[src/rtl/odw_pkg.sv]
// Shared types, widths and constants of the odometer digit wheel drive.
`timescale 1ns / 1ps
`default_nettype none

package odw_pkg;

    // Field widths
    localparam int unsigned ANGLE_W   = 24;
    localparam int unsigned SCALE_W   = 24;
    localparam int unsigned MAG_W     = 19;
    localparam int unsigned PROD_W    = MAG_W + SCALE_W;
    localparam int unsigned WHOLE_W   = 20;
    localparam int unsigned DIGIT_W   = 4;
    localparam int unsigned WHEELS    = 6;

    // Arithmetic constants
    localparam logic [ANGLE_W:0]   GLITCH_LIMIT = 25'd327680;
    localparam int unsigned        PRODUCT_FRAC = 40;
    localparam logic [WHOLE_W-1:0] ODO_MODULUS  = 20'd1000000;
    localparam logic [SCALE_W-1:0] RECIP_RESET  = 24'd5866163;

    // Parameter defaults
    localparam int unsigned DIGIT_COUNT_DEF   = 6;
    localparam int unsigned FRACTION_BITS_DEF = 24;

    // Configuration port
    localparam int unsigned ADDR_W     = 3;
    localparam int unsigned APB_DATA_W = 32;
    localparam logic        REG_SCALE  = 1'b0;
    localparam logic        REG_START  = 1'b1;

    // Stream widths
    localparam int unsigned IN_TDATA_W  = 24;
    localparam int unsigned OUT_TDATA_W = 56;

    // Decimal split: floor(x / 10^(k+1)) = (x * DEC_RECIP[k]) >> DEC_SHIFT[k], exact for 20 bits
    localparam int unsigned DEC_DIVS  = 5;
    localparam int unsigned RECIP_W   = 21;
    localparam int unsigned DEC_PROD_W = WHOLE_W + RECIP_W;
    localparam int unsigned DEC_SHIFT [DEC_DIVS] = '{24, 27, 30, 34, 37};
    localparam logic [RECIP_W-1:0] DEC_RECIP [DEC_DIVS] = '{
        21'(((64'd1 << 24) + 64'd9) / 64'd10),
        21'(((64'd1 << 27) + 64'd99) / 64'd100),
        21'(((64'd1 << 30) + 64'd999) / 64'd1000),
        21'(((64'd1 << 34) + 64'd9999) / 64'd10000),
        21'(((64'd1 << 37) + 64'd99999) / 64'd100000)
    };

    typedef logic [DIGIT_W-1:0] t_digit;

    // Load of the start reading into the accumulator
    typedef struct packed {
        logic               load;
        logic [WHOLE_W-1:0] value;
    } t_start_load;

    // One result transaction
    typedef struct packed {
        logic [WHOLE_W-1:0]             disp;
        logic                           absm;
        logic [WHEELS-1:0]              mask;
        logic [WHEELS-1:0][DIGIT_W-1:0] step;
    } t_wheel_res;

endpackage

`default_nettype wire

[src/rtl/odw_front.sv]
// Input register, angle difference with glitch rejection, and travel scaling.
`timescale 1ns / 1ps
`default_nettype none

module odw_front (
    input  wire logic                          i_clk,
    input  wire logic                          i_rst_n,
    input  wire logic                          i_adv,
    input  wire logic                          i_vld,
    input  wire logic [odw_pkg::ANGLE_W-1:0]   i_angle,
    input  wire logic [odw_pkg::SCALE_W-1:0]   i_scale,
    output logic                               o_vld,
    output logic [odw_pkg::PROD_W-1:0]         o_prod
);

    logic                          r_a_vld;
    logic [odw_pkg::ANGLE_W-1:0]   r_a_angle;
    logic [odw_pkg::ANGLE_W-1:0]   r_last_angle;
    logic                          r_b_vld;
    logic [odw_pkg::MAG_W-1:0]     r_b_mag;
    logic                          r_c_vld;
    logic [odw_pkg::PROD_W-1:0]    r_c_prod;

    logic signed [odw_pkg::ANGLE_W:0] w_diff;
    logic [odw_pkg::ANGLE_W:0]        w_abs;
    logic [odw_pkg::MAG_W-1:0]        n_mag;

    // Travel magnitude; drop anything beyond the glitch limit
    always_comb begin
        w_diff = $signed({r_a_angle[odw_pkg::ANGLE_W-1], r_a_angle})
               - $signed({r_last_angle[odw_pkg::ANGLE_W-1], r_last_angle});
        w_abs  = w_diff[odw_pkg::ANGLE_W] ? (~w_diff + 1'b1) : w_diff;
        n_mag  = (w_abs > odw_pkg::GLITCH_LIMIT) ? '0 : w_abs[odw_pkg::MAG_W-1:0];
    end

    // Stage valids and last angle
    always_ff @(posedge i_clk) begin
        if (!i_rst_n) begin
            r_a_vld      <= 1'b0;
            r_b_vld      <= 1'b0;
            r_c_vld      <= 1'b0;
            r_last_angle <= '0;
        end else if (i_adv) begin
            r_a_vld <= i_vld;
            r_b_vld <= r_a_vld;
            r_c_vld <= r_b_vld;
            if (r_a_vld) begin
                r_last_angle <= r_a_angle;
            end
        end
    end

    // Payload stages: capture, magnitude, product
    always_ff @(posedge i_clk) begin
        if (i_adv) begin
            r_a_angle <= i_angle;
            r_b_mag   <= n_mag;
            r_c_prod  <= odw_pkg::PROD_W'(r_b_mag) * odw_pkg::PROD_W'(i_scale);
        end
    end

    assign o_vld  = r_c_vld;
    assign o_prod = r_c_prod;

endmodule

`default_nettype wire

[src/rtl/odw_accum.sv]
// Distance accumulator: binary fraction plus whole part kept modulo one million.
`timescale 1ns / 1ps
`default_nettype none

module odw_accum #(
    parameter int unsigned FRACTION_BITS = odw_pkg::FRACTION_BITS_DEF
) (
    input  wire logic                          i_clk,
    input  wire logic                          i_rst_n,
    input  wire logic                          i_adv,
    input  wire logic                          i_vld,
    input  wire logic [odw_pkg::PROD_W-1:0]    i_prod,
    input  wire odw_pkg::t_start_load          i_start,
    output logic                               o_vld,
    output logic [odw_pkg::WHOLE_W-1:0]        o_whole
);

    localparam int unsigned PROD_SHIFT = odw_pkg::PRODUCT_FRAC - FRACTION_BITS;
    localparam int unsigned INC_W      = odw_pkg::PROD_W - PROD_SHIFT;
    localparam int unsigned SUM_W      = INC_W + 1;
    localparam int unsigned CARRY_W    = SUM_W - FRACTION_BITS;

    logic [FRACTION_BITS-1:0]      r_frac;
    logic [odw_pkg::WHOLE_W-1:0]   r_whole;
    logic                          r_d_vld;
    logic [odw_pkg::WHOLE_W-1:0]   r_d_whole;

    logic [INC_W-1:0]              w_inc;
    logic [SUM_W-1:0]              w_sum;
    logic [CARRY_W-1:0]            w_carry;
    logic [odw_pkg::WHOLE_W-1:0]   w_whole_inc;
    logic [odw_pkg::WHOLE_W-1:0]   n_whole;
    logic [odw_pkg::WHOLE_W-1:0]   w_start_mod;

    // Add the scaled travel, carry into the whole part, wrap once
    always_comb begin
        w_inc       = INC_W'(i_prod >> PROD_SHIFT);
        w_sum       = SUM_W'(r_frac) + SUM_W'(w_inc);
        w_carry     = w_sum[SUM_W-1:FRACTION_BITS];
        w_whole_inc = r_whole + odw_pkg::WHOLE_W'(w_carry);
        n_whole     = (w_whole_inc >= odw_pkg::ODO_MODULUS)
                    ? (w_whole_inc - odw_pkg::ODO_MODULUS) : w_whole_inc;
        w_start_mod = (i_start.value >= odw_pkg::ODO_MODULUS)
                    ? (i_start.value - odw_pkg::ODO_MODULUS) : i_start.value;
    end

    // Accumulator state; a start load replaces the whole part only
    always_ff @(posedge i_clk) begin
        if (!i_rst_n) begin
            r_frac  <= '0;
            r_whole <= '0;
            r_d_vld <= 1'b0;
        end else begin
            if (i_start.load) begin
                r_whole <= w_start_mod;
            end else if (i_adv && i_vld) begin
                r_whole <= n_whole;
                r_frac  <= w_sum[FRACTION_BITS-1:0];
            end
            if (i_adv) begin
                r_d_vld <= i_vld;
            end
        end
    end

    // Hand the new reading down the pipe
    always_ff @(posedge i_clk) begin
        if (i_adv) begin
            r_d_whole <= n_whole;
        end
    end

    assign o_vld   = r_d_vld;
    assign o_whole = r_d_whole;

`ifndef SYNTH
    a_whole_in_range: assert property (@(posedge i_clk) disable iff (!i_rst_n)
        r_whole < odw_pkg::ODO_MODULUS)
        else $error("accumulator whole part left the odometer range");
`endif

endmodule

`default_nettype wire

[src/rtl/odw_decsplit.sv]
// Two-stage decimal split of the reading by constant reciprocal multiplies.
`timescale 1ns / 1ps
`default_nettype none

module odw_decsplit (
    input  wire logic                          i_clk,
    input  wire logic                          i_rst_n,
    input  wire logic                          i_adv,
    input  wire logic                          i_vld,
    input  wire logic [odw_pkg::WHOLE_W-1:0]   i_whole,
    output logic                               o_vld,
    output odw_pkg::t_digit                    o_digits [odw_pkg::WHEELS],
    output logic [odw_pkg::WHOLE_W-1:0]        o_whole
);

    logic                          r_e_vld;
    logic [odw_pkg::WHOLE_W-1:0]   r_e_whole;
    logic [odw_pkg::WHOLE_W-1:0]   r_e_q [odw_pkg::DEC_DIVS];
    logic                          r_f_vld;
    logic [odw_pkg::WHOLE_W-1:0]   r_f_whole;
    odw_pkg::t_digit               r_f_dig [odw_pkg::WHEELS];

    logic [odw_pkg::DEC_PROD_W-1:0] w_prod [odw_pkg::DEC_DIVS];
    logic [odw_pkg::WHOLE_W-1:0]    n_q    [odw_pkg::DEC_DIVS];
    logic [odw_pkg::WHOLE_W-1:0]    w_hi   [odw_pkg::WHEELS];
    logic [odw_pkg::WHOLE_W-1:0]    w_lo   [odw_pkg::WHEELS];
    odw_pkg::t_digit                n_dig  [odw_pkg::WHEELS];

    // Quotients by 10, 100, ... 100000
    always_comb begin
        for (int k = 0; k < odw_pkg::DEC_DIVS; k++) begin
            w_prod[k] = odw_pkg::DEC_PROD_W'(i_whole)
                      * odw_pkg::DEC_PROD_W'(odw_pkg::DEC_RECIP[k]);
            n_q[k]    = odw_pkg::WHOLE_W'(w_prod[k] >> odw_pkg::DEC_SHIFT[k]);
        end
    end

    // Digit at place p is quotient(p) minus ten times quotient(p+1); wheel 0 is the top place
    always_comb begin
        for (int j = 0; j < odw_pkg::WHEELS; j++) begin
            if (j == odw_pkg::WHEELS - 1) begin
                w_hi[j] = r_e_whole;
            end else begin
                w_hi[j] = r_e_q[odw_pkg::WHEELS - 2 - j];
            end
            if (j == 0) begin
                w_lo[j] = '0;
            end else begin
                w_lo[j] = r_e_q[odw_pkg::WHEELS - 1 - j];
            end
            n_dig[j] = odw_pkg::DIGIT_W'(w_hi[j] - ((w_lo[j] << 3) + (w_lo[j] << 1)));
        end
    end

    always_ff @(posedge i_clk) begin
        if (!i_rst_n) begin
            r_e_vld <= 1'b0;
            r_f_vld <= 1'b0;
        end else if (i_adv) begin
            r_e_vld <= i_vld;
            r_f_vld <= r_e_vld;
        end
    end

    always_ff @(posedge i_clk) begin
        if (i_adv) begin
            r_e_whole <= i_whole;
            r_f_whole <= r_e_whole;
            for (int k = 0; k < odw_pkg::DEC_DIVS; k++) begin
                r_e_q[k] <= n_q[k];
            end
            for (int j = 0; j < odw_pkg::WHEELS; j++) begin
                r_f_dig[j] <= n_dig[j];
            end
        end
    end

    assign o_vld    = r_f_vld;
    assign o_whole  = r_f_whole;
    assign o_digits = r_f_dig;

endmodule

`default_nettype wire

[src/rtl/odw_wheels.sv]
// Wheel tracking: compare new digits with shown ones, build the result register.
`timescale 1ns / 1ps
`default_nettype none

module odw_wheels #(
    parameter int unsigned DIGIT_COUNT = odw_pkg::DIGIT_COUNT_DEF
) (
    input  wire logic                          i_clk,
    input  wire logic                          i_rst_n,
    input  wire logic                          i_adv,
    input  wire logic                          i_vld,
    input  wire odw_pkg::t_digit               i_digits [odw_pkg::WHEELS],
    input  wire logic [odw_pkg::WHOLE_W-1:0]   i_whole,
    output logic                               o_vld,
    output odw_pkg::t_wheel_res                o_res
);

    localparam int unsigned DIGIT_EFF =
        (DIGIT_COUNT > odw_pkg::WHEELS) ? odw_pkg::WHEELS : DIGIT_COUNT;
    localparam logic [odw_pkg::WHEELS-1:0] PRESENT =
        {odw_pkg::WHEELS{1'b1}} << (odw_pkg::WHEELS - DIGIT_EFF);

    odw_pkg::t_digit               r_shown [odw_pkg::WHEELS];
    logic [odw_pkg::WHEELS-1:0]    r_valid;
    logic                          r_out_vld;
    odw_pkg::t_wheel_res           r_res;

    odw_pkg::t_wheel_res           n_res;
    logic [odw_pkg::WHEELS-1:0]    n_valid;

    // Absolute digit on first sight, forward steps when the digit moved
    always_comb begin
        n_res      = '0;
        n_res.disp = i_whole;
        n_valid    = r_valid;
        for (int j = 0; j < odw_pkg::WHEELS; j++) begin
            if (PRESENT[j]) begin
                if (!r_valid[j]) begin
                    n_res.step[j] = i_digits[j];
                    n_res.mask[j] = 1'b1;
                    n_res.absm    = 1'b1;
                    n_valid[j]    = 1'b1;
                end else if (r_shown[j] != i_digits[j]) begin
                    n_res.mask[j] = 1'b1;
                    if (i_digits[j] >= r_shown[j]) begin
                        n_res.step[j] = i_digits[j] - r_shown[j];
                    end else begin
                        n_res.step[j] = i_digits[j] + odw_pkg::DIGIT_W'(10) - r_shown[j];
                    end
                end
            end
        end
    end

    // Wheel state and output valid
    always_ff @(posedge i_clk) begin
        if (!i_rst_n) begin
            r_valid   <= '0;
            r_out_vld <= 1'b0;
            for (int j = 0; j < odw_pkg::WHEELS; j++) begin
                r_shown[j] <= '0;
            end
        end else if (i_adv) begin
            r_out_vld <= i_vld;
            if (i_vld) begin
                r_valid <= n_valid;
                for (int j = 0; j < odw_pkg::WHEELS; j++) begin
                    if (PRESENT[j]) begin
                        r_shown[j] <= i_digits[j];
                    end
                end
            end
        end
    end

    // Result register
    always_ff @(posedge i_clk) begin
        if (i_adv && i_vld) begin
            r_res <= n_res;
        end
    end

    assign o_vld = r_out_vld;
    assign o_res = r_res;

`ifndef SYNTH
    a_abs_has_mask: assert property (@(posedge i_clk) disable iff (!i_rst_n)
        (r_out_vld && r_res.absm) |-> (r_res.mask != '0))
        else $error("absolute result without any wheel driven");
    a_absent_never_valid: assert property (@(posedge i_clk) disable iff (!i_rst_n)
        (r_valid & ~PRESENT) == '0)
        else $error("absent wheel marked valid");
    a_valid_monotonic: assert property (@(posedge i_clk) disable iff (!i_rst_n)
        1'b1 |=> (($past(r_valid) & ~r_valid) == '0))
        else $error("wheel valid bit cleared outside reset");
    a_display_range: assert property (@(posedge i_clk) disable iff (!i_rst_n)
        r_out_vld |-> (r_res.disp < odw_pkg::ODO_MODULUS))
        else $error("displayed reading out of range");
`endif

endmodule

`default_nettype wire

[src/rtl/odometer_digit_wheel_drive.sv]
// Top level of the odometer digit wheel drive: stream ports, register port, pipeline.
`timescale 1ns / 1ps
`default_nettype none

// Takes one signed Q8.16 wheel-angle sample per transaction and returns one result
// transaction per sample: forward steps (or absolute digits on the first update) for six
// odometer wheels, the mask of wheels to drive, and the reading modulo one million. The
// pipeline accepts a sample every cycle while o_s_tready is high; each result passes the
// front, accumulator, decimal-split and result registers. Throughput is one transaction per
// cycle, set by the accumulator loop (one add, carry and wrap per cycle). When the result is
// not taken, the whole pipeline holds and o_s_tready drops. Registers: 0x0 distance scale
// (Q0.24), 0x4 start reading; write them only while no transaction is in flight.
module odometer_digit_wheel_drive #(
    parameter int unsigned DIGIT_COUNT   = odw_pkg::DIGIT_COUNT_DEF,
    parameter int unsigned FRACTION_BITS = odw_pkg::FRACTION_BITS_DEF
) (
    input  wire logic                               i_clk,
    input  wire logic                               i_rst_n,
    // Sample stream
    input  wire logic                               i_s_tvalid,
    output logic                                    o_s_tready,
    input  wire logic [odw_pkg::IN_TDATA_W-1:0]     i_s_tdata,   // [23:0] wheel_angle
    // Result stream
    output logic                                    o_m_tvalid,
    input  wire logic                               i_m_tready,
    // [3:0] step_d0, [7:4] step_d1, [11:8] step_d2, [15:12] step_d3, [19:16] step_d4,
    // [23:20] step_d5, [29:24] changed_mask, [49:30] display_value, [55:50] zero
    output logic [odw_pkg::OUT_TDATA_W-1:0]         o_m_tdata,
    output logic                                    o_m_tuser,   // [0] absolute_mode
    // Register port
    input  wire logic                               psel,
    input  wire logic                               penable,
    input  wire logic                               pwrite,
    input  wire logic [odw_pkg::ADDR_W-1:0]         paddr,
    input  wire logic [odw_pkg::APB_DATA_W-1:0]     pwdata,
    output logic [odw_pkg::APB_DATA_W-1:0]          prdata,
    output logic                                    pready
);

    logic [odw_pkg::SCALE_W-1:0]   r_scale;
    logic [odw_pkg::WHOLE_W-1:0]   r_start;

    logic                          w_adv;
    logic                          w_cfg_wr;
    odw_pkg::t_start_load          w_start;
    logic                          w_c_vld;
    logic [odw_pkg::PROD_W-1:0]    w_c_prod;
    logic                          w_d_vld;
    logic [odw_pkg::WHOLE_W-1:0]   w_d_whole;
    logic                          w_f_vld;
    odw_pkg::t_digit               w_f_dig [odw_pkg::WHEELS];
    logic [odw_pkg::WHOLE_W-1:0]   w_f_whole;
    logic                          w_out_vld;
    odw_pkg::t_wheel_res           w_res;

    // Advance the pipeline whenever the result register is free or being taken
    assign w_adv      = !w_out_vld || i_m_tready;
    assign o_s_tready = w_adv;

    // Register writes
    assign pready   = 1'b1;
    assign w_cfg_wr = psel && penable && pwrite && pready;

    always_ff @(posedge i_clk) begin
        if (!i_rst_n) begin
            r_scale <= odw_pkg::RECIP_RESET;
            r_start <= '0;
        end else if (w_cfg_wr) begin
            unique case (paddr[2])
                odw_pkg::REG_SCALE: r_scale <= pwdata[odw_pkg::SCALE_W-1:0];
                odw_pkg::REG_START: r_start <= pwdata[odw_pkg::WHOLE_W-1:0];
                default:            r_scale <= r_scale;
            endcase
        end
    end

    assign w_start.load  = w_cfg_wr && (paddr[2] == odw_pkg::REG_START);
    assign w_start.value = pwdata[odw_pkg::WHOLE_W-1:0];

    // Register reads
    always_comb begin
        unique case (paddr[2])
            odw_pkg::REG_SCALE: prdata = odw_pkg::APB_DATA_W'(r_scale);
            odw_pkg::REG_START: prdata = odw_pkg::APB_DATA_W'(r_start);
            default:            prdata = '0;
        endcase
    end

    odw_front u_front (
        .i_clk   (i_clk),
        .i_rst_n (i_rst_n),
        .i_adv   (w_adv),
        .i_vld   (i_s_tvalid),
        .i_angle (i_s_tdata[odw_pkg::ANGLE_W-1:0]),
        .i_scale (r_scale),
        .o_vld   (w_c_vld),
        .o_prod  (w_c_prod)
    );

    odw_accum #(
        .FRACTION_BITS (FRACTION_BITS)
    ) u_accum (
        .i_clk   (i_clk),
        .i_rst_n (i_rst_n),
        .i_adv   (w_adv),
        .i_vld   (w_c_vld),
        .i_prod  (w_c_prod),
        .i_start (w_start),
        .o_vld   (w_d_vld),
        .o_whole (w_d_whole)
    );

    odw_decsplit u_decsplit (
        .i_clk    (i_clk),
        .i_rst_n  (i_rst_n),
        .i_adv    (w_adv),
        .i_vld    (w_d_vld),
        .i_whole  (w_d_whole),
        .o_vld    (w_f_vld),
        .o_digits (w_f_dig),
        .o_whole  (w_f_whole)
    );

    odw_wheels #(
        .DIGIT_COUNT (DIGIT_COUNT)
    ) u_wheels (
        .i_clk    (i_clk),
        .i_rst_n  (i_rst_n),
        .i_adv    (w_adv),
        .i_vld    (w_f_vld),
        .i_digits (w_f_dig),
        .i_whole  (w_f_whole),
        .o_vld    (w_out_vld),
        .o_res    (w_res)
    );

    // Pack the result transaction
    assign o_m_tvalid = w_out_vld;
    assign o_m_tdata  = odw_pkg::OUT_TDATA_W'({w_res.disp, w_res.mask, w_res.step});
    assign o_m_tuser  = w_res.absm;

endmodule

`default_nettype wire

[config.mk]
export PLATFORM = sky130hd
export DESIGN_NAME = odometer_digit_wheel_drive
export DESIGN_NICKNAME = d
export VERILOG_FILES = /design/src/rtl/odw_pkg.sv /design/src/rtl/odw_front.sv /design/src/rtl/odw_accum.sv /design/src/rtl/odw_decsplit.sv /design/src/rtl/odw_wheels.sv /design/src/rtl/odometer_digit_wheel_drive.sv
export SDC_FILE = /design/constraint.sdc
export NUM_CORES = 2
export LEC_CHECK = 0
export ABC_AREA = 1
export ABC_CLOCK_PERIOD_IN_PS = 15910
export BUFFER_PORTS_ARGS = -buffer_cell sky130_fd_sc_hd__buf_2
export CORE_UTILIZATION = 45
export DETAILED_ROUTE_END_ITERATION = 8
export PLACE_DENSITY_LB_ADDON = 0.1
export SETUP_SLACK_MARGIN = 0.4
export SLEW_MARGIN = 10
export SYNTH_ARGS = -nofsm -noshare
export SYNTH_HDL_FRONTEND = slang
export SYNTH_SLANG_ARGS = --single-unit
[constraint.sdc]
create_clock -name i_clk -period 15.91 [get_ports i_clk]
set_input_delay 1.591 -clock i_clk [delete_from_list [all_inputs] [get_ports i_clk]]
set_output_delay 1.591 -clock i_clk [all_outputs]
set_load 0.01 [all_outputs]
=== Word-level counts from Yosys, hierarchy flattened ===
Memory sizes are Yosys's and may differ from the RTL's.
Index checks and enable logic that the tools add are counted.
W data, S select, Z words.

* Register bits after elaboration: 341
* Memory bits (writable): 109
* Bits of input ports: 66
* Word-level logic and storage cells: 163
* Memories: 2

{| class="wikitable"
|+ Memories
! memory !! depth !! width !! read ports !! clocked after Yosys merged registers in !! write ports !! line !! RTL
|-
| u_decsplit.r_e_q || 5 || 17 || 5 || 0 || 5 || odw_decsplit.sv:18 || <nowiki>logic [odw_pkg::WHOLE_W-1:0] r_e_q [odw_pkg::DEC_DIVS];</nowiki>
|-
| u_wheels.r_shown || 6 || 4 || 6 || 0 || 6 || odw_wheels.sv:23 || <nowiki>odw_pkg::t_digit r_shown [odw_pkg::WHEELS];</nowiki>
|}

* $add $sub $neg: 34
* Multiply operators: 6
* Magnitude comparators: 9
* Equal/unequal tests: 6
* Mux-type cells: 44
* Bitwise operators: 9
* Reduce and logical (&&, ||, !) cells: 14

{| class="wikitable"
|+ Operators with widths
! operator !! number
|-
| $mul A20 B20 Y40 const B || 4
|-
| $mux W4 || 24
|-
| $mux W20 || 4
|-
| $sub A4 B4 Y4 || 17
|-
| $pmux W32 S2 || 1
|-
| $mul A19 B24 Y43 || 1
|-
| $mul A20 B21 Y41 const B || 1
|-
| $ge A20 B20 Y1 const B || 2
|-
| $sub A20 B20 Y20 const B || 2
|-
| $add A24 B27 Y28 || 1
|-
| $add A25 B1 Y25 const B || 1
|-
| $gt A25 B19 Y1 const B || 1
|-
| $mux W25 || 1
|-
| $not A25 Y25 || 1
|-
| $sub A24 B24 Y25 || 1
|-
| $add A4 B4 Y4 const B || 6
|-
| $ge A4 B4 Y1 || 6
|-
| $ne A4 B4 Y1 || 6
|-
| $add A20 B4 Y20 || 1
|-
| $add A4 B4 Y4 || 5
|-
| $mux W1 || 14
|-
| $reduce_and A2 Y1 || 5
|-
| $or A1 B1 Y1 || 6
|-
| $logic_and A1 B1 Y1 || 5
|-
| 5 further kinds || 6
|}

=== Logic depth before layout (Yosys ltp) ===
* Depth after elaboration: 6
* Depth in mapped cells: 31
* Mapped depth without buffers: 31

=== Cells and area by module ===
Synthesis repeated with hierarchy kept, for this count alone.

* Cell total of the unflattened synthesis: 7931
* Area total of the unflattened synthesis: 66217.3 um^2

{| class="wikitable"
|+ By module, submodules not included
! module !! times used !! cells each !! area an instance (um^2)
|-
| odw_decsplit || 1 || 3490 || 32572.5
|-
| odw_front || 1 || 2892 || 21847.2
|-
| odw_accum || 1 || 728 || 4892.2
|-
| odw_wheels || 1 || 474 || 4589.4
|-
| odometer_digit_wheel_drive || 1 || 347 || 2316.0
|}

=== Least setup slack after synthesis ===
Ideal clock, no wire load.

* Path kind: input to output
* Start point: input port i_m_tready
* End point: output port o_s_tready
* Arrival: 5201 ps
* Required time: 14319 ps
* Slack: 9118 ps
* Stages: 2
* Path buffers: 0
* Path through: nor2_1 inv_1

* Word-level cells in the longest chain between the ends: 1

{| class="wikitable"
|+ RTL lines
! what !! line !! RTL
|-
| start, declared || odometer_digit_wheel_drive.sv:25 || <nowiki>input wire logic i_m_tready,</nowiki>
|-
| $logic_or A1 B1 Y1 || odometer_digit_wheel_drive.sv:57 || <nowiki>assign w_adv = !w_out_vld || i_m_tready;</nowiki>
|-
| end, declared || odometer_digit_wheel_drive.sv:21 || <nowiki>output logic o_s_tready,</nowiki>
|}

No other way between the ends.

==> out/results.md <==
| Metric | Value |
| --- | --- |
| Run status | finished, final reports clean |
| Transition time at the pin with the least slew margin | 1.29 ns |
| Count of placed standard cells including taps | 9209 |
| Global router's overall resource usage | 26.6% |
| Post-cts hold buffer count | 0 |
| CP Capture Type | register |
| Vias in the first global route | 47700 |
| Number of search-and-repair iterations in the first detailed-routing pass | 5 |
| Share of the yosys chip area belonging to registers | 15.7% |
| Kind of start point of the critical path | register |
| Distinct cells, synth | 58 |
| Synth async-reset ratio | 0% |
| Post-CTS clock slew at the launch and capture registers of the worst setup and hold paths | 0.06 ns |
| Final hold viol count | 0 |
| Vertical die dimension | 376 um |
| Post-CTS setup-driven buffer insertion count | 0 |
| Final number of max-transition violations | 0 |
| Initial cell density of the core | 45.3% |
| Post-route setup TNS | 0 ns |
| Largest net degree at the start of global routing | 70 |
| Arrival time of the worst setup path | 8.42 ns |
| Crit path launch | u_accum.o_whole[12]$_DFFE_PN_ |
| Clock latency of the later-clocked register in the worst-skew pair | 0.63 ns |
| First-pass GRT wire length | 285000 um |
| Worst flop-to-flop path startpoint | u_accum.o_whole[12]$_DFFE_PN_ |
| Worst slew margin | 13.6% |
| R2R depth | 23 |
| Max-capacitance violation count | 0 |
| Average vias per placed instance | 5.01 |
| Number of instances in the synthesized netlist | 7257 |
| Total of warnings raised by yosys | 0 |
| Number of nets with antenna violations after routing | 0 |
| Die Footprint | 142000 um^2 |
| Fin crit share | 51.2% |
| Post-layout nets | 9375 |
| Number of fillers in the final layout | 13600 |
| Overall Power | 3.81 mW |
| Aggregate global routing overflow | 0 |
| Initial drt markers | 3155 |
| Number of H-tree branching levels | 2 |
| Cell Area, Synth | 63100 um^2 |
| Top FF cell, synth | sky130_fd_sc_hd__edfxtp_1 |
| Row count | 137 |
| Clock buffers created by TritonCTS | 46 |
| Setup repair after global routing missed its margin | false |
| Area of combinational cells with multiple inputs | 44900 um^2 |
| Buffers on Ports | 132 |
| Largest fanout of any net on the critical path | 10 |
| Min cycle time layout | 8.14 ns |
| Most common library cell in the layout ignoring fill and taps | sky130_fd_sc_hd__inv_1 |
| Count of unresolved DRC violations after routing | 0 |
| Post_cts resized | 0 |
| Most repeated library cell on the critical path | sky130_fd_sc_hd__inv_1 |
| EDFF count, synth | 249 |
| Data required, critical path | 16.18 ns |
| Critical-path cell list | buf_4 -> inv_1 -> ha_1 -> inv_1 -> ha_1 -> inv_1 -> fa_1 -> inv_1 -> fa_1 -> fa_1 -> inv_1 -> fa_1 -> inv_1 -> fa_1 -> ha_1 -> nand4_1 -> nor3_1 -> nand2_1 -> a21boi_0 -> o21ai_0 -> nor2_1 -> nor2_1 -> xnor2_1 |
| Die width | 376 um |
| Peak per-stage delay on the critical path | 0.89 ns |
| Drt total wl | 184000 um |
| Max Clock Freq | 123 MHz |
| Ratio of cells with drive above 1 in the final layout | 4.89% |
| Maximum root-to-sink buffer count | 3 |
| Final HPWL DP | 150000 um |
| Routed length per placed instance | 19.8 um |
| Clk sinks | 369 |
| Layout overhead on the synthesized area | 7.30% |
| Areal power density over the cells | 56.3 nW/um^2 |
| Most frequent cells in the layout | sky130_fd_sc_hd__inv_1, sky130_fd_sc_hd__nand2_1, sky130_fd_sc_hd__fa_1 |
| CTS tree | yes |
| Critical-path top delay cell | sky130_fd_sc_hd__ha_1 |
| Register-to-register setup slack | 7.77 ns |
| Worst flop-to-flop path endpoint | u_decsplit.r_e_q[0][68]$_DFFE_PN_ |
| Ports placed on the boundary | 158 |
| Post-synthesis area per instance | 8.69 um^2 |
| Static leakage | 38.5 nW |
| Antenna violations before repair | 14 |
| Area taken by flip-flops and latches | 9880 um^2 |
| Total vias in the final route | 46500 |
| Final setup skew | 0.0315 ns |
| Post-route insts no fill | 9298 |
| Area of the core | 139000 um^2 |
| Master cell of the clock root buffer | sky130_fd_sc_hd__clkbuf_16 |
| Worst setup path end | u_decsplit.r_e_q[0][68]$_DFFE_PN_ |
| Worst setup path category | register to register |
| # setup viols final | 0 |
| Register bit total from synthesis | 369 |
| Type of the most critical hold path | register to register |
| Placer congestion estimate | 0.962 |
| Worst ir drop on vdd | 65.2 uV |
==> stage by stage <==
step / util, % / worst slack [ns] / instance area [um^2] / hold WS, ns
floorplan: - / 9.12 / 63100 / 0.400
global placement: 47.5 / 7.84 / 66200 / 0.402
detailed placement: 47.5 / 7.90 / 66200 / 0.405
CTS: 48.6 / 7.90 / 67700 / 0.409
global route: 48.6 / 7.30 / 67700 / 0.415
finish: 48.6 / 7.77 / 67700 / 0.410
==> cells by family after synthesis <==
| family | count (synthesis) | synth area share (%) |
|---|---|---|
| AOI/OAI and AO/OA | 673 | 5.96 |
| xor gates and xnor gates | 193 | 2.68 |
| adders and majority gates | 1928 | 50.2 |
| buffers and inverters | 2222 | 13.4 |
| DFF | 369 | 15.7 |
| muxes | 2 | 0.0317 |
| other | 2 | 0.0119 |
| and+or+nand+nor | 1868 | 12.1 |
==> metal layers <==
metal  part of all wire, %  vias to the layer above  GRT usage, %
met5                 0.043                        -             0
met4                   2.2                       12          5.74
met3                   5.9                      210          3.76
met2                    45                     1142          42.6
met1                    46                    22900          38.1
li1                      -                    22300             -
==> critical path, delay by kind of cell (launching register included) <==
kind,cells,cell delay (ns)
adders and majority gates,8,4.32
buffers and inverters,7,1.27
xor gates and xnor gates,1,0.80
and+or+nand+nor,5,0.70
AOI/OAI and AO/OA,2,0.35
DFF,1,0.32
==> Yosys cell counts (all sizes together) (20+ instances only) <==
master | number | area (um^2)
nor2 | 341 | 1320
dfxtp | 120 | 2400
fa | 1005 | 20100
nand2 | 1229 | 4650
nor3 | 34 | 175
inv | 2065 | 7750
a21oi | 313 | 1580
o211ai | 21 | 158
ha | 923 | 11500
nand3 | 165 | 853
buf | 20 | 159
xnor2 | 77 | 674
o21ai | 219 | 1100
clkbuf | 134 | 503
nand4 | 58 | 378
edfxtp | 249 | 7480
xor2 | 116 | 1020
==> power by group <==
group          leakage, nW  switching (mW)  total [mW]  internal, mW
Clock                0.745           0.438        1.05         0.616
Sequential            3.75          0.0483        1.16          1.11
Combinational         34.0            1.00        1.60         0.595
Total                 38.5            1.49        3.81          2.32
==> registers in the layout (all words and copies together), names as in the netlist, 20 cells and up <==
register / count
r_scale: 24
r_start: 20
u_accum.o_whole: 20
u_accum.r_frac: 24
u_accum.r_whole: 20
u_decsplit.o_digits: 24
u_decsplit.o_whole: 20
u_decsplit.r_e_q: 20
u_decsplit.r_e_whole: 20
u_front.o_prod: 27
u_front.r_a_angle: 24
u_front.r_last_angle: 24
u_wheels.o_res: 51
u_wheels.r_shown: 24
==> how the worst min path moves through the flow <==
stage                                  startpoint                           endpoint  slack (ns)  depth (start not counted)
6_report          u_decsplit.o_whole[8]$_DFFE_PN_       u_wheels.o_res[39]$_DFFE_PP_        0.41                          0
5_1_grt        u_decsplit.r_e_whole[10]$_DFFE_PN_   u_decsplit.o_whole[10]$_DFFE_PN_        0.42                          0
4_1_cts        u_decsplit.r_e_whole[10]$_DFFE_PN_   u_decsplit.o_whole[10]$_DFFE_PN_        0.41                          0
3_5_place_dp   u_decsplit.r_e_whole[12]$_DFFE_PN_   u_decsplit.o_whole[12]$_DFFE_PN_        0.40                          0
3_3_place_gp   u_decsplit.r_e_whole[18]$_DFFE_PN_   u_decsplit.o_whole[18]$_DFFE_PN_        0.40                          0
2_1_floorplan   u_decsplit.r_e_q[0][71]$_DFFE_PN_  u_decsplit.o_digits[23]$_DFFE_PN_        0.40                          0
==> final cells by class <==
class / instances / share of cell area (%)
repair buffers: 217 / 1.92
clock inverters: 26 / 0.403
multi-input cells: 4679 / 66.3
inverters: 2068 / 11.5
diodes: 3 / 0.0111
flip-flops and latches: 369 / 14.6
clock buffers: 60 / 1.87
well taps: 1876 / 3.47
(Power assumes the default switching activity.)
